### src/rtl/edsp_pkg.sv
// shared types, constants and the group order table for the der signature parser
`default_nettype none

package edsp_pkg;

    // scalar size in bytes by default, and the fixed output framing
    localparam int SCALAR_BYTES_DEF = 32;
    localparam int GROUP_BYTES      = 32;
    localparam int WORD_BITS        = 32;
    localparam int WORDS_OUT        = 16;
    localparam int RAM_DEPTH_DEF    = 32;

    // length register width and the guard for long-form lengths
    localparam int LR_W      = 56;
    localparam int LR_GUARD  = 48;

    // der codes
    localparam logic [7:0] TAG_SEQ       = 8'h30;
    localparam logic [7:0] TAG_INT       = 8'h02;
    localparam logic [7:0] LEN_LONG_FORM = 8'h80;

    localparam logic [3:0] WORD_LAST = 4'(WORDS_OUT - 1);

    // secp256k1 group order, most significant byte first
    localparam logic [7:0] GROUP_ORDER [GROUP_BYTES] = '{
        8'hFF, 8'hFF, 8'hFF, 8'hFF, 8'hFF, 8'hFF, 8'hFF, 8'hFF,
        8'hFF, 8'hFF, 8'hFF, 8'hFF, 8'hFF, 8'hFF, 8'hFF, 8'hFE,
        8'hBA, 8'hAE, 8'hDC, 8'hE6, 8'hAF, 8'h48, 8'hA0, 8'h3B,
        8'hBF, 8'hD2, 8'h5E, 8'h8C, 8'hD0, 8'h36, 8'h41, 8'h41
    };

    // parser phases
    typedef enum logic [11:0] {
        PH_SEQ_TAG  = 12'b0000_0000_0001,
        PH_SEQ_LEN  = 12'b0000_0000_0010,
        PH_SEQ_SKIP = 12'b0000_0000_0100,
        PH_R_TAG    = 12'b0000_0000_1000,
        PH_R_LEN    = 12'b0000_0001_0000,
        PH_R_LONG   = 12'b0000_0010_0000,
        PH_R_VAL    = 12'b0000_0100_0000,
        PH_S_TAG    = 12'b0000_1000_0000,
        PH_S_LEN    = 12'b0001_0000_0000,
        PH_S_LONG   = 12'b0010_0000_0000,
        PH_S_VAL    = 12'b0100_0000_0000,
        PH_DONE     = 12'b1000_0000_0000
    } t_phase;

    // running comparison against the group order
    typedef enum logic [1:0] {
        CMP_EQUAL   = 2'd0,
        CMP_LESS    = 2'd1,
        CMP_GREATER = 2'd2
    } t_cmp;

    // end-of-signature status handed from the parser to the emitter
    typedef struct packed {
        logic valid;
        logic bank;
        logic parse_ok;
        logic value_ovf;
    } t_done;

    // one result word
    typedef struct packed {
        logic                 parse_ok;
        logic                 range_overflow;
        logic [WORD_BITS-1:0] sig_word;
        logic [3:0]           word_index;
        logic                 last_word;
    } t_result;

    // order byte lined up with scalar byte p, zero outside the table
    function automatic logic [7:0] order_byte(input logic [6:0] p, input int sb);
        int off;
        off = int'(p) + GROUP_BYTES - sb;
        if (off < 0 || off >= GROUP_BYTES) begin
            return 8'h00;
        end
        return GROUP_ORDER[off[4:0]];
    endfunction

endpackage

`default_nettype wire

### src/rtl/edsp_ram.sv
// generic simple dual-port ram with registered read
`default_nettype none

module edsp_ram import edsp_pkg::*; #(
    parameter  int WIDTH = WORD_BITS,
    parameter  int DEPTH = RAM_DEPTH_DEF,
    localparam int AW    = $clog2(DEPTH)
) (
    input  wire logic             i_clk,
    input  wire logic             i_we,
    input  wire logic [AW-1:0]    i_waddr,
    input  wire logic [WIDTH-1:0] i_wdata,
    input  wire logic [AW-1:0]    i_raddr,
    output      logic [WIDTH-1:0] o_rdata
);

    logic [WIDTH-1:0] r_mem [DEPTH];
    logic [WIDTH-1:0] r_rdata;

    // write port
    always_ff @(posedge i_clk) begin
        if (i_we) begin
            r_mem[i_waddr] <= i_wdata;
        end
    end

    // registered read port
    always_ff @(posedge i_clk) begin
        r_rdata <= r_mem[i_raddr];
    end

    assign o_rdata = r_rdata;

endmodule

`default_nettype wire

### src/rtl/edsp_parser.sv
// der structure walker, group order compare and word-combining writes into the buffer ram
`default_nettype none

module edsp_parser import edsp_pkg::*; #(
    parameter  int SCALAR_BYTES = SCALAR_BYTES_DEF,
    localparam int NUM_WORDS    = (2 * SCALAR_BYTES + 3) / 4,
    localparam int WA_W         = $clog2(NUM_WORDS),
    localparam int POS_W        = $clog2(2 * SCALAR_BYTES),
    localparam int P_W          = $clog2(SCALAR_BYTES + 1)
) (
    input  wire logic                 i_clk,
    input  wire logic                 i_rst_n,
    input  wire logic                 i_valid,
    input  wire logic [7:0]           i_byte,
    input  wire logic                 i_last,
    input  wire logic [1:0]           i_bank_full,
    output      logic                 o_ready,
    output      logic                 o_we,
    output      logic                 o_wr_bank,
    output      logic [WA_W-1:0]      o_wr_wa,
    output      logic [WORD_BITS-1:0] o_wr_data,
    output      t_done                o_done
);

    // parse state
    t_phase                r_phase, n_phase;
    logic [LR_W-1:0]       r_lr, n_lr;
    logic [6:0]            r_lbl, n_lbl;
    logic                  r_strip, n_strip;
    logic                  r_failed, n_failed;
    logic                  r_ovf, n_ovf;
    t_cmp                  r_cmp, n_cmp;
    logic                  r_wb;

    // word being assembled
    logic                  r_hold_v;
    logic [WA_W-1:0]       r_hold_wa;
    logic [WORD_BITS-1:0]  r_hold_word;

    logic                  accept;
    logic                  take;
    logic                  is_s;
    logic                  start;
    logic [LR_W-1:0]       start_len;
    logic                  fin;
    logic                  wr_cond;
    logic                  ovf_w;
    t_cmp                  cmp_w;
    logic [LR_W-1:0]       lr_dec;
    logic [LR_W-1:0]       lr_shift;
    logic [P_W-1:0]        lr_low;
    logic [P_W-1:0]        p;
    logic [POS_W-1:0]      pos;
    logic [WA_W-1:0]       wa;
    logic [1:0]            lane;
    logic [7:0]            ob;
    logic [WORD_BITS-1:0]  base_word;
    logic [WORD_BITS-1:0]  merged;

    assign o_ready = !i_bank_full[r_wb];
    assign accept  = i_valid && o_ready;
    assign take    = !r_failed && (r_phase != PH_DONE);
    assign is_s    = (r_phase == PH_S_LEN) || (r_phase == PH_S_LONG) || (r_phase == PH_S_VAL);

    // byte position inside the r||s buffer
    assign lr_dec   = r_lr - LR_W'(1);
    assign lr_shift = {r_lr[LR_W-9:0], i_byte};
    assign lr_low   = r_lr[P_W-1:0];
    assign p        = P_W'(SCALAR_BYTES) - lr_low;
    assign pos      = (is_s ? POS_W'(SCALAR_BYTES) : POS_W'(0)) + POS_W'(p);
    assign wa       = WA_W'(pos >> 2);
    assign lane     = pos[1:0];
    assign ob       = order_byte(7'(p), SCALAR_BYTES);

    // merge the new byte into the held word, big-endian lanes
    assign base_word = (r_hold_v && (r_hold_wa == wa)) ? r_hold_word : '0;
    always_comb begin
        for (int k = 0; k < 4; k++) begin
            merged[WORD_BITS-1-8*k -: 8] = (lane == 2'(k)) ? i_byte
                                                           : base_word[WORD_BITS-1-8*k -: 8];
        end
    end

    // next parse state for one byte
    always_comb begin
        n_phase   = r_phase;
        n_lr      = r_lr;
        n_lbl     = r_lbl;
        n_strip   = r_strip;
        n_failed  = r_failed;
        n_ovf     = r_ovf;
        n_cmp     = r_cmp;
        start     = 1'b0;
        start_len = '0;
        fin       = 1'b0;
        wr_cond   = 1'b0;
        ovf_w     = r_ovf;
        cmp_w     = r_cmp;
        if (take) begin
            case (r_phase)
                PH_SEQ_TAG: begin
                    if (i_byte != TAG_SEQ) n_failed = 1'b1;
                    else n_phase = PH_SEQ_LEN;
                end
                PH_SEQ_LEN: begin
                    if (((i_byte & LEN_LONG_FORM) != 8'h00) && (i_byte[6:0] != 7'd0)) begin
                        n_lbl   = i_byte[6:0];
                        n_phase = PH_SEQ_SKIP;
                    end else begin
                        n_phase = PH_R_TAG;
                    end
                end
                PH_SEQ_SKIP: begin
                    n_lbl = r_lbl - 7'd1;
                    if (r_lbl == 7'd1) n_phase = PH_R_TAG;
                end
                PH_R_TAG: begin
                    if (i_byte != TAG_INT) n_failed = 1'b1;
                    else n_phase = PH_R_LEN;
                end
                PH_S_TAG: begin
                    if (i_byte != TAG_INT) n_failed = 1'b1;
                    else n_phase = PH_S_LEN;
                end
                PH_R_LEN, PH_S_LEN: begin
                    if ((i_byte & LEN_LONG_FORM) != 8'h00) begin
                        n_lr = '0;
                        if (i_byte[6:0] == 7'd0) begin
                            start = 1'b1;
                        end else begin
                            n_lbl   = i_byte[6:0];
                            n_phase = is_s ? PH_S_LONG : PH_R_LONG;
                        end
                    end else begin
                        start     = 1'b1;
                        start_len = LR_W'(i_byte);
                    end
                end
                PH_R_LONG, PH_S_LONG: begin
                    if (r_lr[LR_W-1:LR_GUARD] != '0) begin
                        n_failed = 1'b1;
                    end else begin
                        n_lr  = lr_shift;
                        n_lbl = r_lbl - 7'd1;
                        if (r_lbl == 7'd1) begin
                            start     = 1'b1;
                            start_len = lr_shift;
                        end
                    end
                end
                PH_R_VAL, PH_S_VAL: begin
                    if (r_strip && (i_byte == 8'h00)) begin
                        n_lr = lr_dec;
                    end else begin
                        // first significant byte fixes the length and order prefix
                        if (r_strip) begin
                            n_strip = 1'b0;
                            if (r_lr > LR_W'(SCALAR_BYTES)) begin
                                ovf_w = 1'b1;
                            end else if ((SCALAR_BYTES >= GROUP_BYTES) && (cmp_w == CMP_EQUAL)
                                         && (int'(lr_low) < GROUP_BYTES)) begin
                                cmp_w = CMP_LESS;
                            end
                        end
                        if (!ovf_w) begin
                            wr_cond = 1'b1;
                            if (cmp_w == CMP_EQUAL) begin
                                if (i_byte < ob) cmp_w = CMP_LESS;
                                else if (i_byte > ob) cmp_w = CMP_GREATER;
                            end
                        end
                        n_lr  = lr_dec;
                        n_ovf = ovf_w;
                        n_cmp = cmp_w;
                    end
                    if (lr_dec == '0) fin = 1'b1;
                end
                default: begin
                end
            endcase

            // open an integer of known length
            if (start) begin
                n_lr    = start_len;
                n_strip = 1'b1;
                n_cmp   = (SCALAR_BYTES < GROUP_BYTES) ? CMP_LESS : CMP_EQUAL;
                n_phase = is_s ? PH_S_VAL : PH_R_VAL;
                if (start_len == '0) fin = 1'b1;
            end

            // close an integer and check it against the order
            if (fin) begin
                if (!n_strip && (n_cmp != CMP_LESS)) n_ovf = 1'b1;
                n_phase = is_s ? PH_DONE : PH_S_TAG;
            end
        end
    end

    // buffer write port
    assign o_we      = accept && wr_cond;
    assign o_wr_bank = r_wb;
    assign o_wr_wa   = wa;
    assign o_wr_data = merged;

    // signature status on the last byte
    assign o_done.valid     = accept && i_last;
    assign o_done.bank      = r_wb;
    assign o_done.parse_ok  = !n_failed && (n_phase == PH_DONE);
    assign o_done.value_ovf = n_ovf;

    // state update, back to the start after the last byte
    always_ff @(posedge i_clk) begin
        if (!i_rst_n) begin
            r_phase  <= PH_SEQ_TAG;
            r_lr     <= '0;
            r_lbl    <= '0;
            r_strip  <= 1'b1;
            r_failed <= 1'b0;
            r_ovf    <= 1'b0;
            r_cmp    <= CMP_EQUAL;
            r_wb     <= 1'b0;
            r_hold_v <= 1'b0;
        end else if (accept) begin
            if (i_last) begin
                r_phase  <= PH_SEQ_TAG;
                r_lr     <= '0;
                r_lbl    <= '0;
                r_strip  <= 1'b1;
                r_failed <= 1'b0;
                r_ovf    <= 1'b0;
                r_cmp    <= CMP_EQUAL;
                r_wb     <= ~r_wb;
                r_hold_v <= 1'b0;
            end else begin
                r_phase  <= n_phase;
                r_lr     <= n_lr;
                r_lbl    <= n_lbl;
                r_strip  <= n_strip;
                r_failed <= n_failed;
                r_ovf    <= n_ovf;
                r_cmp    <= n_cmp;
                if (wr_cond) begin
                    r_hold_v <= 1'b1;
                end
            end
        end
    end

    // held word follows every buffer write
    always_ff @(posedge i_clk) begin
        if (o_we) begin
            r_hold_wa   <= wa;
            r_hold_word <= merged;
        end
    end

endmodule

`default_nettype wire

### src/rtl/edsp_emit.sv
// bank bookkeeping, buffer read-out and the output register with skid stage
`default_nettype none

module edsp_emit import edsp_pkg::*; #(
    parameter  int SCALAR_BYTES = SCALAR_BYTES_DEF,
    localparam int NUM_WORDS    = (2 * SCALAR_BYTES + 3) / 4,
    localparam int WA_W         = $clog2(NUM_WORDS)
) (
    input  wire logic                 i_clk,
    input  wire logic                 i_rst_n,
    input  wire t_done                i_done,
    input  wire logic                 i_we,
    input  wire logic                 i_wr_bank,
    input  wire logic [WA_W-1:0]      i_wr_wa,
    output      logic [1:0]           o_bank_full,
    output      logic [WA_W:0]        o_raddr,
    input  wire logic [WORD_BITS-1:0] i_rdata,
    output      logic                 o_valid,
    input  wire logic                 i_ready,
    output      t_result              o_result
);

    // per-bank state
    logic [1:0]           r_full, n_full;
    logic [1:0]           r_ok;
    logic [1:0]           r_ovf;
    logic [NUM_WORDS-1:0] r_wvld [2];
    logic [NUM_WORDS-1:0] n_wvld [2];
    logic                 r_eb;
    logic [3:0]           r_w;

    // read stage
    logic                 r_rd_v;
    logic [3:0]           r_rd_w;
    logic                 r_rd_ok;
    logic                 r_rd_ovf;
    logic                 r_rd_keep;

    // output register and skid
    logic                 r_out_v;
    t_result              r_out;
    logic                 r_skid_v;
    t_result              r_skid;

    logic                 xfer;
    logic [1:0]           occ;
    logic                 issue;
    logic                 wrap;
    logic [WA_W-1:0]      e_wa;
    logic                 in_range;
    logic                 keep;
    t_result              rd_res;

    assign xfer  = r_out_v && i_ready;
    assign occ   = 2'(r_rd_v) + 2'(r_out_v) + 2'(r_skid_v);
    assign issue = r_full[r_eb] && ((occ < 2'd2) || ((occ == 2'd2) && xfer));
    assign wrap  = issue && (r_w == WORD_LAST);

    // word address and its masking
    assign e_wa     = WA_W'(r_w);
    assign in_range = int'(r_w) < NUM_WORDS;
    assign keep     = in_range && r_wvld[r_eb][e_wa] && r_ok[r_eb] && !r_ovf[r_eb];
    assign o_raddr  = {r_eb, e_wa};

    // result built from the ram data
    always_comb begin
        rd_res.parse_ok       = r_rd_ok;
        rd_res.range_overflow = r_rd_ok && r_rd_ovf;
        rd_res.sig_word       = r_rd_keep ? i_rdata : '0;
        rd_res.word_index     = r_rd_w;
        rd_res.last_word      = (r_rd_w == WORD_LAST);
    end

    // next bank full and word valid flags
    always_comb begin
        n_full = r_full;
        n_wvld = r_wvld;
        if (i_done.valid) begin
            n_full[i_done.bank] = 1'b1;
        end
        if (wrap) begin
            n_full[r_eb] = 1'b0;
            n_wvld[r_eb] = '0;
        end
        if (i_we) begin
            n_wvld[i_wr_bank][i_wr_wa] = 1'b1;
        end
    end

    assign o_bank_full = r_full;
    assign o_valid     = r_out_v;
    assign o_result    = r_out;

    // bank flags, read issue and output staging
    always_ff @(posedge i_clk) begin
        if (!i_rst_n) begin
            r_full   <= '0;
            r_eb     <= 1'b0;
            r_w      <= '0;
            r_wvld   <= '{default: '0};
            r_rd_v   <= 1'b0;
            r_out_v  <= 1'b0;
            r_skid_v <= 1'b0;
        end else begin
            r_full <= n_full;
            r_wvld <= n_wvld;
            if (i_done.valid) begin
                r_ok[i_done.bank]  <= i_done.parse_ok;
                r_ovf[i_done.bank] <= i_done.value_ovf;
            end

            r_rd_v <= issue;
            if (issue) begin
                r_rd_w    <= r_w;
                r_rd_ok   <= r_ok[r_eb];
                r_rd_ovf  <= r_ovf[r_eb];
                r_rd_keep <= keep;
                r_w       <= r_w + 4'd1;
            end
            if (wrap) begin
                r_eb <= ~r_eb;
            end

            if (xfer || !r_out_v) begin
                if (r_skid_v) begin
                    r_out    <= r_skid;
                    r_out_v  <= 1'b1;
                    r_skid_v <= r_rd_v;
                    r_skid   <= rd_res;
                end else begin
                    r_out_v <= r_rd_v;
                    r_out   <= rd_res;
                end
            end else if (r_rd_v) begin
                r_skid_v <= 1'b1;
                r_skid   <= rd_res;
            end
        end
    end

endmodule

`default_nettype wire

### src/rtl/ecdsa_der_signature_lax_parser.sv
// top level of the lax der ecdsa signature parser
//
// channel   dir  tdata                                 tuser                     tlast
// s_axis    in   [7:0] signature byte                  -                         last byte
// m_axis    out  [31:0] r||s word, [35:32] word index  [0] parse ok, [1] range   sixteenth word
//
// one signature byte is taken per cycle; the parser state and the compare step run once a byte
// each signature gives sixteen words from a ping-pong buffer ram, one per cycle if the sink is ready
// first word: bank full flag, ram read, output register; input stalls only while both banks are full
// (a signature shorter than about sixteen bytes arriving while the previous one still drains)
// synchronous active-low reset; word valid flags clear at once, so there is no ram clearing pass
// output register plus skid stage keeps reads flowing when the sink stalls
`default_nettype none

module ecdsa_der_signature_lax_parser import edsp_pkg::*; #(
    parameter  int SCALAR_BYTES = SCALAR_BYTES_DEF,
    localparam int NUM_WORDS    = (2 * SCALAR_BYTES + 3) / 4,
    localparam int WA_W         = $clog2(NUM_WORDS),
    localparam int RAM_DEPTH    = 2 << WA_W
) (
    input  wire logic        i_clk,
    input  wire logic        i_rst_n,
    input  wire logic        i_s_axis_tvalid,
    output      logic        o_s_axis_tready,
    input  wire logic [7:0]  i_s_axis_tdata,   // [7:0] in_byte
    input  wire logic        i_s_axis_tlast,
    output      logic        o_m_axis_tvalid,
    input  wire logic        i_m_axis_tready,
    output      logic [39:0] o_m_axis_tdata,   // [31:0] sig_word, [35:32] word_index, rest zero
    output      logic [1:0]  o_m_axis_tuser,   // [0] parse_ok, [1] range_overflow
    output      logic        o_m_axis_tlast
);

    logic                 we;
    logic                 wr_bank;
    logic [WA_W-1:0]      wr_wa;
    logic [WORD_BITS-1:0] wr_data;
    logic [WA_W:0]        raddr;
    logic [WORD_BITS-1:0] rdata;
    logic [1:0]           bank_full;
    t_done                done;
    t_result              result;

    // byte parser
    edsp_parser #(
        .SCALAR_BYTES(SCALAR_BYTES)
    ) u_parser (
        .i_clk       (i_clk),
        .i_rst_n     (i_rst_n),
        .i_valid     (i_s_axis_tvalid),
        .i_byte      (i_s_axis_tdata),
        .i_last      (i_s_axis_tlast),
        .i_bank_full (bank_full),
        .o_ready     (o_s_axis_tready),
        .o_we        (we),
        .o_wr_bank   (wr_bank),
        .o_wr_wa     (wr_wa),
        .o_wr_data   (wr_data),
        .o_done      (done)
    );

    // r||s buffer, two banks
    edsp_ram #(
        .WIDTH(WORD_BITS),
        .DEPTH(RAM_DEPTH)
    ) u_ram (
        .i_clk   (i_clk),
        .i_we    (we),
        .i_waddr ({wr_bank, wr_wa}),
        .i_wdata (wr_data),
        .i_raddr (raddr),
        .o_rdata (rdata)
    );

    // word read-out
    edsp_emit #(
        .SCALAR_BYTES(SCALAR_BYTES)
    ) u_emit (
        .i_clk       (i_clk),
        .i_rst_n     (i_rst_n),
        .i_done      (done),
        .i_we        (we),
        .i_wr_bank   (wr_bank),
        .i_wr_wa     (wr_wa),
        .o_bank_full (bank_full),
        .o_raddr     (raddr),
        .i_rdata     (rdata),
        .o_valid     (o_m_axis_tvalid),
        .i_ready     (i_m_axis_tready),
        .o_result    (result)
    );

    // output packing
    assign o_m_axis_tdata = {4'b0000, result.word_index, result.sig_word};
    assign o_m_axis_tuser = {result.range_overflow, result.parse_ok};
    assign o_m_axis_tlast = result.last_word;

endmodule

`default_nettype wire

### config.mk
export PLATFORM = sky130hd
export DESIGN_NAME = ecdsa_der_signature_lax_parser
export DESIGN_NICKNAME = d
export VERILOG_FILES = /design/src/rtl/edsp_pkg.sv /design/src/rtl/edsp_ram.sv /design/src/rtl/edsp_parser.sv /design/src/rtl/edsp_emit.sv /design/src/rtl/ecdsa_der_signature_lax_parser.sv
export SDC_FILE = /design/constraint.sdc
export NUM_CORES = 2
export LEC_CHECK = 0
export BUFFER_PORTS_ARGS = -buffer_cell sky130_fd_sc_hd__buf_2
export CAP_MARGIN = 20
export CORE_ASPECT_RATIO = 1.25
export CORE_MARGIN = 4
export CORE_UTILIZATION = 25
export DETAILED_ROUTE_END_ITERATION = 8
export GPL_TIMING_DRIVEN = 0
export HOLD_SLACK_MARGIN = 0.08
export PLACE_DENSITY = 0.47
export SETUP_SLACK_MARGIN = 0.5
export SYNTH_ARGS = -nofsm -noshare
export SYNTH_HDL_FRONTEND = slang
export SYNTH_HIERARCHICAL = 1
export SYNTH_SLANG_ARGS = --single-unit
export TNS_END_PERCENT = 5
### constraint.sdc
create_clock -name i_clk -period 9.1 [get_ports i_clk]
set_input_delay 0.455 -clock i_clk [delete_from_list [all_inputs] [get_ports i_clk]]
set_output_delay 0.455 -clock i_clk [all_outputs]
set_load 0.02 [all_outputs]
# Word level (Yosys, flattened, before mapping)
# Memory sizes are Yosys's and may differ from the RTL's. A register that Yosys moved wholly into a read port is not among the register bits.
# Index checks and enable logic that the tools add are counted.
[classes]
add_sub_neg = 9
order_cmp = 19
eq_ne = 31
n_mux = 140
bitwise = 11
reduce_logical = 60
[ops]
columns = ["operator", "count"]
rows = [
  ["$mux W56", 8],
  ["$pmux W56 S3", 1],
  ["$mux W39", 4],
  ["$mux W12", 11],
  ["$mux W32", 4],
  ["$logic_not A56 Y1", 2],
  ["$pmux W56 S2", 1],
  ["$mux W16", 5],
  ["$pmux W12 S6", 1],
  ["$mux W8", 8],
  ["$mux W1", 57],
  ["$gt A56 B6 Y1 const B", 1],
  ["$sub A56 B1 Y56 const B", 1],
  ["$mux W7", 7],
  ["$mux W2", 18],
  ["$and A32 B32 Y32", 1],
  ["$demux W16 S1", 2],
  ["$ge A32 B7 Y1 const B", 1],
  ["$lt A32 B1 Y1 const B", 1],
  ["$not A32 Y32", 1],
  ["$or A32 B32 Y32", 1],
  ["$sub A32 B7 Y32 const B", 1],
  ["$pmux W7 S4", 1],
  ["$logic_and A1 B1 Y1", 22],
  ["73 further kinds", 110],
]
[totals]
reg_bits = 249
ramBits = 1024
romBits = 256
in_bits = 13
out_inout_bits = 45
n_memories = 2
[mem_list]
columns = ["memory", "depth", "width", "rd", "rd_clocked_by_memory_dff", "wr", "line_no", "text"]
rows = [
  ["u_ram.r_mem", 32, 32, 1, 1, 1, "edsp_ram.sv:17", "logic [WIDTH-1:0] r_mem [DEPTH];"],
  ["(name not given)", 32, 8, 1, 0, 0, "edsp_pkg.sv:79", "return GROUP_ORDER[off[4:0]];"],
]

# Depth between registers and ports, before layout
[depth]
word_depth = 23
ltp_mapped = 23
mapped_depth_nobuf = 19

# Cells and area by module
# The synthesis kept the hierarchy.
[by_module_without_submodules]
columns = ["mod", "instances", "cells_per_inst", "area_each_um2", "seq_area_each_um2"]
rows = [
  ["edsp_ram", 1, 2260, 40492.6, 31390.1],
  ["edsp_parser", 1, 1161, 8668.3, 2722.6],
  ["edsp_emit", 1, 368, 5356.4, 3513.4],
  ["ecdsa_der_signature_lax_parser", 1, 5, 33.8, 0.0],
]

# Least setup slack after synthesis
# OpenSTA, ideal clock, no wires.
[synth_timing]
path_kind = "flip-flop to flip-flop"
startpoint = "reg u_parser.r_lr[22]"
endpoint = "mem u_ram/r_mem[30][0] (netlist name) (enable)"
t_arrival_ns = 7.949
slack_ns = 0.730
path_stages_with_launch = 11
path_buffers = 2
period_less_slack_ns = 8.370
cell_sequence = "dfxtp_1 > buf_6 > or4_4 > or4_4 > buf_6 > or4_1 > a2111o_1 > o21a_1 > nor3b_1 > nand3b_1 > nor2_1"
[synth_between]
elab_chain_len = 13
[synth_lines]
columns = ["element", "line_no", "text"]
rows = [
  ["from (decl)", "edsp_parser.sv:27", "logic [LR_W-1:0] r_lr, n_lr;"],
  ["from (signal assigned)", "edsp_parser.sv:236", "r_lr <= n_lr;"],
  ["$gt A56 B6 Y1", "edsp_parser.sv:158", "if (r_lr > LR_W'(SCALAR_BYTES)) begin"],
  ["$mux W1", "edsp_parser.sv:158", ""],
  ["$mux W1", "edsp_parser.sv:156", "if (r_strip) begin"],
  ["$mux W1", "edsp_parser.sv:152", "if (r_strip && (i_byte == 8'h00)) begin"],
  ["$mux W1", "edsp_parser.sv:100", "case (r_phase)"],
  ["$mux W1", "edsp_parser.sv:99", "if (take) begin"],
  ["$mux W1", "edsp_parser.sv:165", "if (!ovf_w) begin"],
  ["$mux W1", "edsp_parser.sv:152", ""],
  ["$mux W1", "edsp_parser.sv:100", ""],
  ["$mux W1", "edsp_parser.sv:99", ""],
  ["$logic_and A1 B1 Y1", "edsp_parser.sv:200", "assign o_we = accept && wr_cond;"],
  ["named net we", "ecdsa_der_signature_lax_parser.sv:34", "logic we;"],
  ["$mux W1", "edsp_ram.sv:22", "if (i_we) begin"],
  ["$mux W1 (not written as such)", "edsp_ram.sv:23", "r_mem[i_waddr] <= i_wdata;"],
  ["to (decl)", "edsp_ram.sv:17", ""],
]
# The timed path passes the listed nets, and every way through them passes these cells. The select of a mux whose other input is x is not followed.

# Worst setup path in the final report
[layout_timing]
startpoint = "reg u_parser.r_lr[7]"
endpoint = "mem u_ram/r_mem[8][6] (netlist name) (enable)"
# Same word-level chain as after synthesis.

==> impl_metrics.ini <==
[outcome]
status = completed

[worst_setup_path]
worstSetupPathType = flip-flop to flip-flop
crit_required_ns = 9.54
cp.arrival_ns = 6.15
cp_slowest_cell = nor2_4
worstPathMaxFanout = 22
reg2reg_slack_ns = 3.39
setup.worst_path.start_class = flip-flop
cpMostUsedCell = clkbuf_1
cpPeakStageDelay_ns = 0.66
crit_chain = clkbuf_1 -> nor4_1 -> nand3_1 -> clkbuf_1 -> or4_1 -> a2111o_1 -> o21a_1 -> nor3b_2 -> buf_6 -> or3b_2 -> clkbuf_1 -> nor2_4 -> buf_12
worstSetupEndpointType = flip-flop

[grt]
grt_pass1_vias = 32900
grt_pass1_wl_um = 225000
overflow = 0
grtUsageTotal = 0.133
grt_max_degree = 34
antenna_found_initial = 8

[timing]
fin_skew_ns = 0.0287
rsz0062_at_grt = false
setup_violations = 0
tightest_slew_ns = 1.13
period_share = 0.628
slew_headroom = 0.239
final.setup.worst_slack_ns = 3.39
min_period_ns = 5.71
whs_ns = 0.192
finalMaxSlewViolations = 0
hold_violations = 0
timing.fmax_mhz = 175

[clock_tree]
cts_hold_buf = 1
h-tree-depth = 4
cts_buffers = 140
cts_setup_buffers = 0
clk_latency_ns = 0.76
cts_sinks = 1305
clockBufferDepth = 3
cts-root-buf = clkbuf_16
clk_pin_slew_ns = 0.06
cts_resized = 0
cts_tree = done

[detailed_routing]
drc = 0
drtIter0Drc = 2363
drt_pre_antenna_iters = 5
drtAntennaViolNets = 0
vias_per_cell = 4.61
vias = 32600
wl_per_cell_um = 21.8
wl_um = 154000

[die]
rows = 191
die-height_um = 530
coreArea_um2 = 217000
die_x_um = 426
io-pin-count = 58
die-area_um2 = 226000
start_util = 0.252

[job]
cap_violations = 0

[power]
peakVddDrop_mv = 0.122
p_per_area_nw_per_um2 = 194
p_leak_nw = 18.8
p_int_mw = 9.89
switching_power_mw = 2.67
p_comb_frac = 0.043
p_clk_frac = 0.441
switching_share = 0.212
sequentialPowerShare = 0.516

[logic_synthesis]
synth-main-ff-cell = edfxtp_1
netlist_instances = 3794
post-synth-top-area-fraction = 0.632
ys_ff_latch = 1305
synth_edf_count = 1149
async_flop_share = 0
yosysUniqueCellTypes = 89
synth_top_area_cell = edfxtp_1
ys_warn_count = 6
syn_area_per_cell_um2 = 14.4
synth_area_um2 = 54600
synth_area_leaders = edfxtp_1 63%, mux2i_1 9.8%, dfxtp_1 5.7%
ys_seq_area_frac = 0.690

[placement]
dp_hpwl_um = 107000
gp_congestion = 0.819
io_buffers = 53
place_ws_ns = 3.40

[cells_and_area]
finalNetCount = 4100
drive_gt1_frac = 0.135
area_growth_pct = 18.4
layout_commonest_cell = edfxtp_1
final_cell_mix = 1,149 x edfxtp_1, 533 x mux2i_1, 275 x nand2_1

[worst_hold_path]
hp-class = input port to flip-flop
[worst max-delay path, delay by kind of cell, from the launching register on]
kind	cells	cell delay, ns
and+or+nand+nor	6	2.85
buffers and inverters	5	1.53
AOI/OAI and AO/OA	2	0.66
DFF	1	0.29
[flip-flops by register name, summed over array words and instances (netlist names), 7 cells and up]
| name | flops |
|---|---|
| u_emit/o_result | 39 |
| u_emit/r_skid | 39 |
| u_emit/r_wvld | 32 |
| u_parser/r_hold_word | 32 |
| u_parser/r_lbl | 7 |
| u_parser/r_lr | 56 |
| u_parser/r_phase | 12 |
| u_ram/o_rdata | 32 |
| u_ram/r_mem | 1024 |
[per-stage QoR]
step / cells / utilization / area (µm²) / power [mW] / TNS (ns)
after floorplan: 3797 / - / 54600 / 6.96 / 0
after global placement: 6745 / 0.270 / 58400 / 7.15 / -3749.40
after detailed placement: 6816 / 0.278 / 60200 / 7.15 / 0
after CTS: 7070 / 0.298 / 64600 / 12.7 / 0
after global routing: 7073 / 0.298 / 64600 / 13.0 / 0
final: 7076 / 0.298 / 64600 / 12.6 / 0
[Yosys cell counts, drive strengths merged (38+ instances only)]
cell type  count
o21ai        103
a22o          82
clkbuf       134
mux2i        533
a21oi        177
buf          114
a31oi         43
nand3        117
and2          84
nor3          79
a22oi        147
nor2b         38
mux2          41
dfxtp        156
edfxtp      1149
nand2        276
nor2         161
[power groups by stage]
stage | registers (mW) | logic (mW) | clock network [mW]
after floorplan | 6.62 | 0.342 | 0
after global placement | 6.61 | 0.536 | 0
after detailed placement | 6.61 | 0.548 | 0
after CTS | 6.48 | 0.550 | 5.71
after global routing | 6.48 | 0.570 | 5.94
final | 6.48 | 0.537 | 5.54
[final cells by class]
| class | instances | area (µm²) |
|---|---|---|
| Clock inverter | 56 | 528 |
| Buffer | 248 | 1300 |
| Antenna cell | 5 | 12.5 |
| Fill cell | 21700 | 152000 |
| Inverter | 22 | 82.6 |
| Clock buffer | 197 | 3880 |
| Timing Repair Buffer | 126 | 1530 |
| Multi-Input combinational cell | 2222 | 16000 |
| Sequential cell | 1305 | 37600 |
| Tap cell | 2895 | 3620 |
[cells by family (layout without fill, tap and decap cells)]
group           after synthesis  count (layout)  share of synthesized area
flops                      1305            1305                      0.690
simple gates                910             910                     0.0830
compound gates              646             646                     0.0799
mux                         574             574                      0.106
buf+inv                     270             649                     0.0253
xor+xnor                     66              66                     0.0106
fa+ha+maj                    22              22                    0.00518
other cells                   1               9                  0.0000687
[metal layers]
metal | share of wire | vias up | track usage
li1 | - | 15100 | -
met1 | 0.42 | 16500 | 0.164
met2 | 0.52 | 708 | 0.242
met3 | 0.041 | 210 | 0.0206
met4 | 0.022 | 2 | 0.0348
met5 | 0.000084 | - | 0
[final timing paths]
path | startpoint | end | cells after the start
max | u_parser/r_lr[7] | u_ram/r_mem[8][6] | 13
max reg2reg | u_parser/r_lr[7] | u_ram/r_mem[8][6] | 13
min reg2reg | u_emit/r_wvld[24] | u_emit/r_wvld[24] | 1
min | i_rst_n | u_emit/r_rd_v | 2
Power figures use the tool's default switching activity.
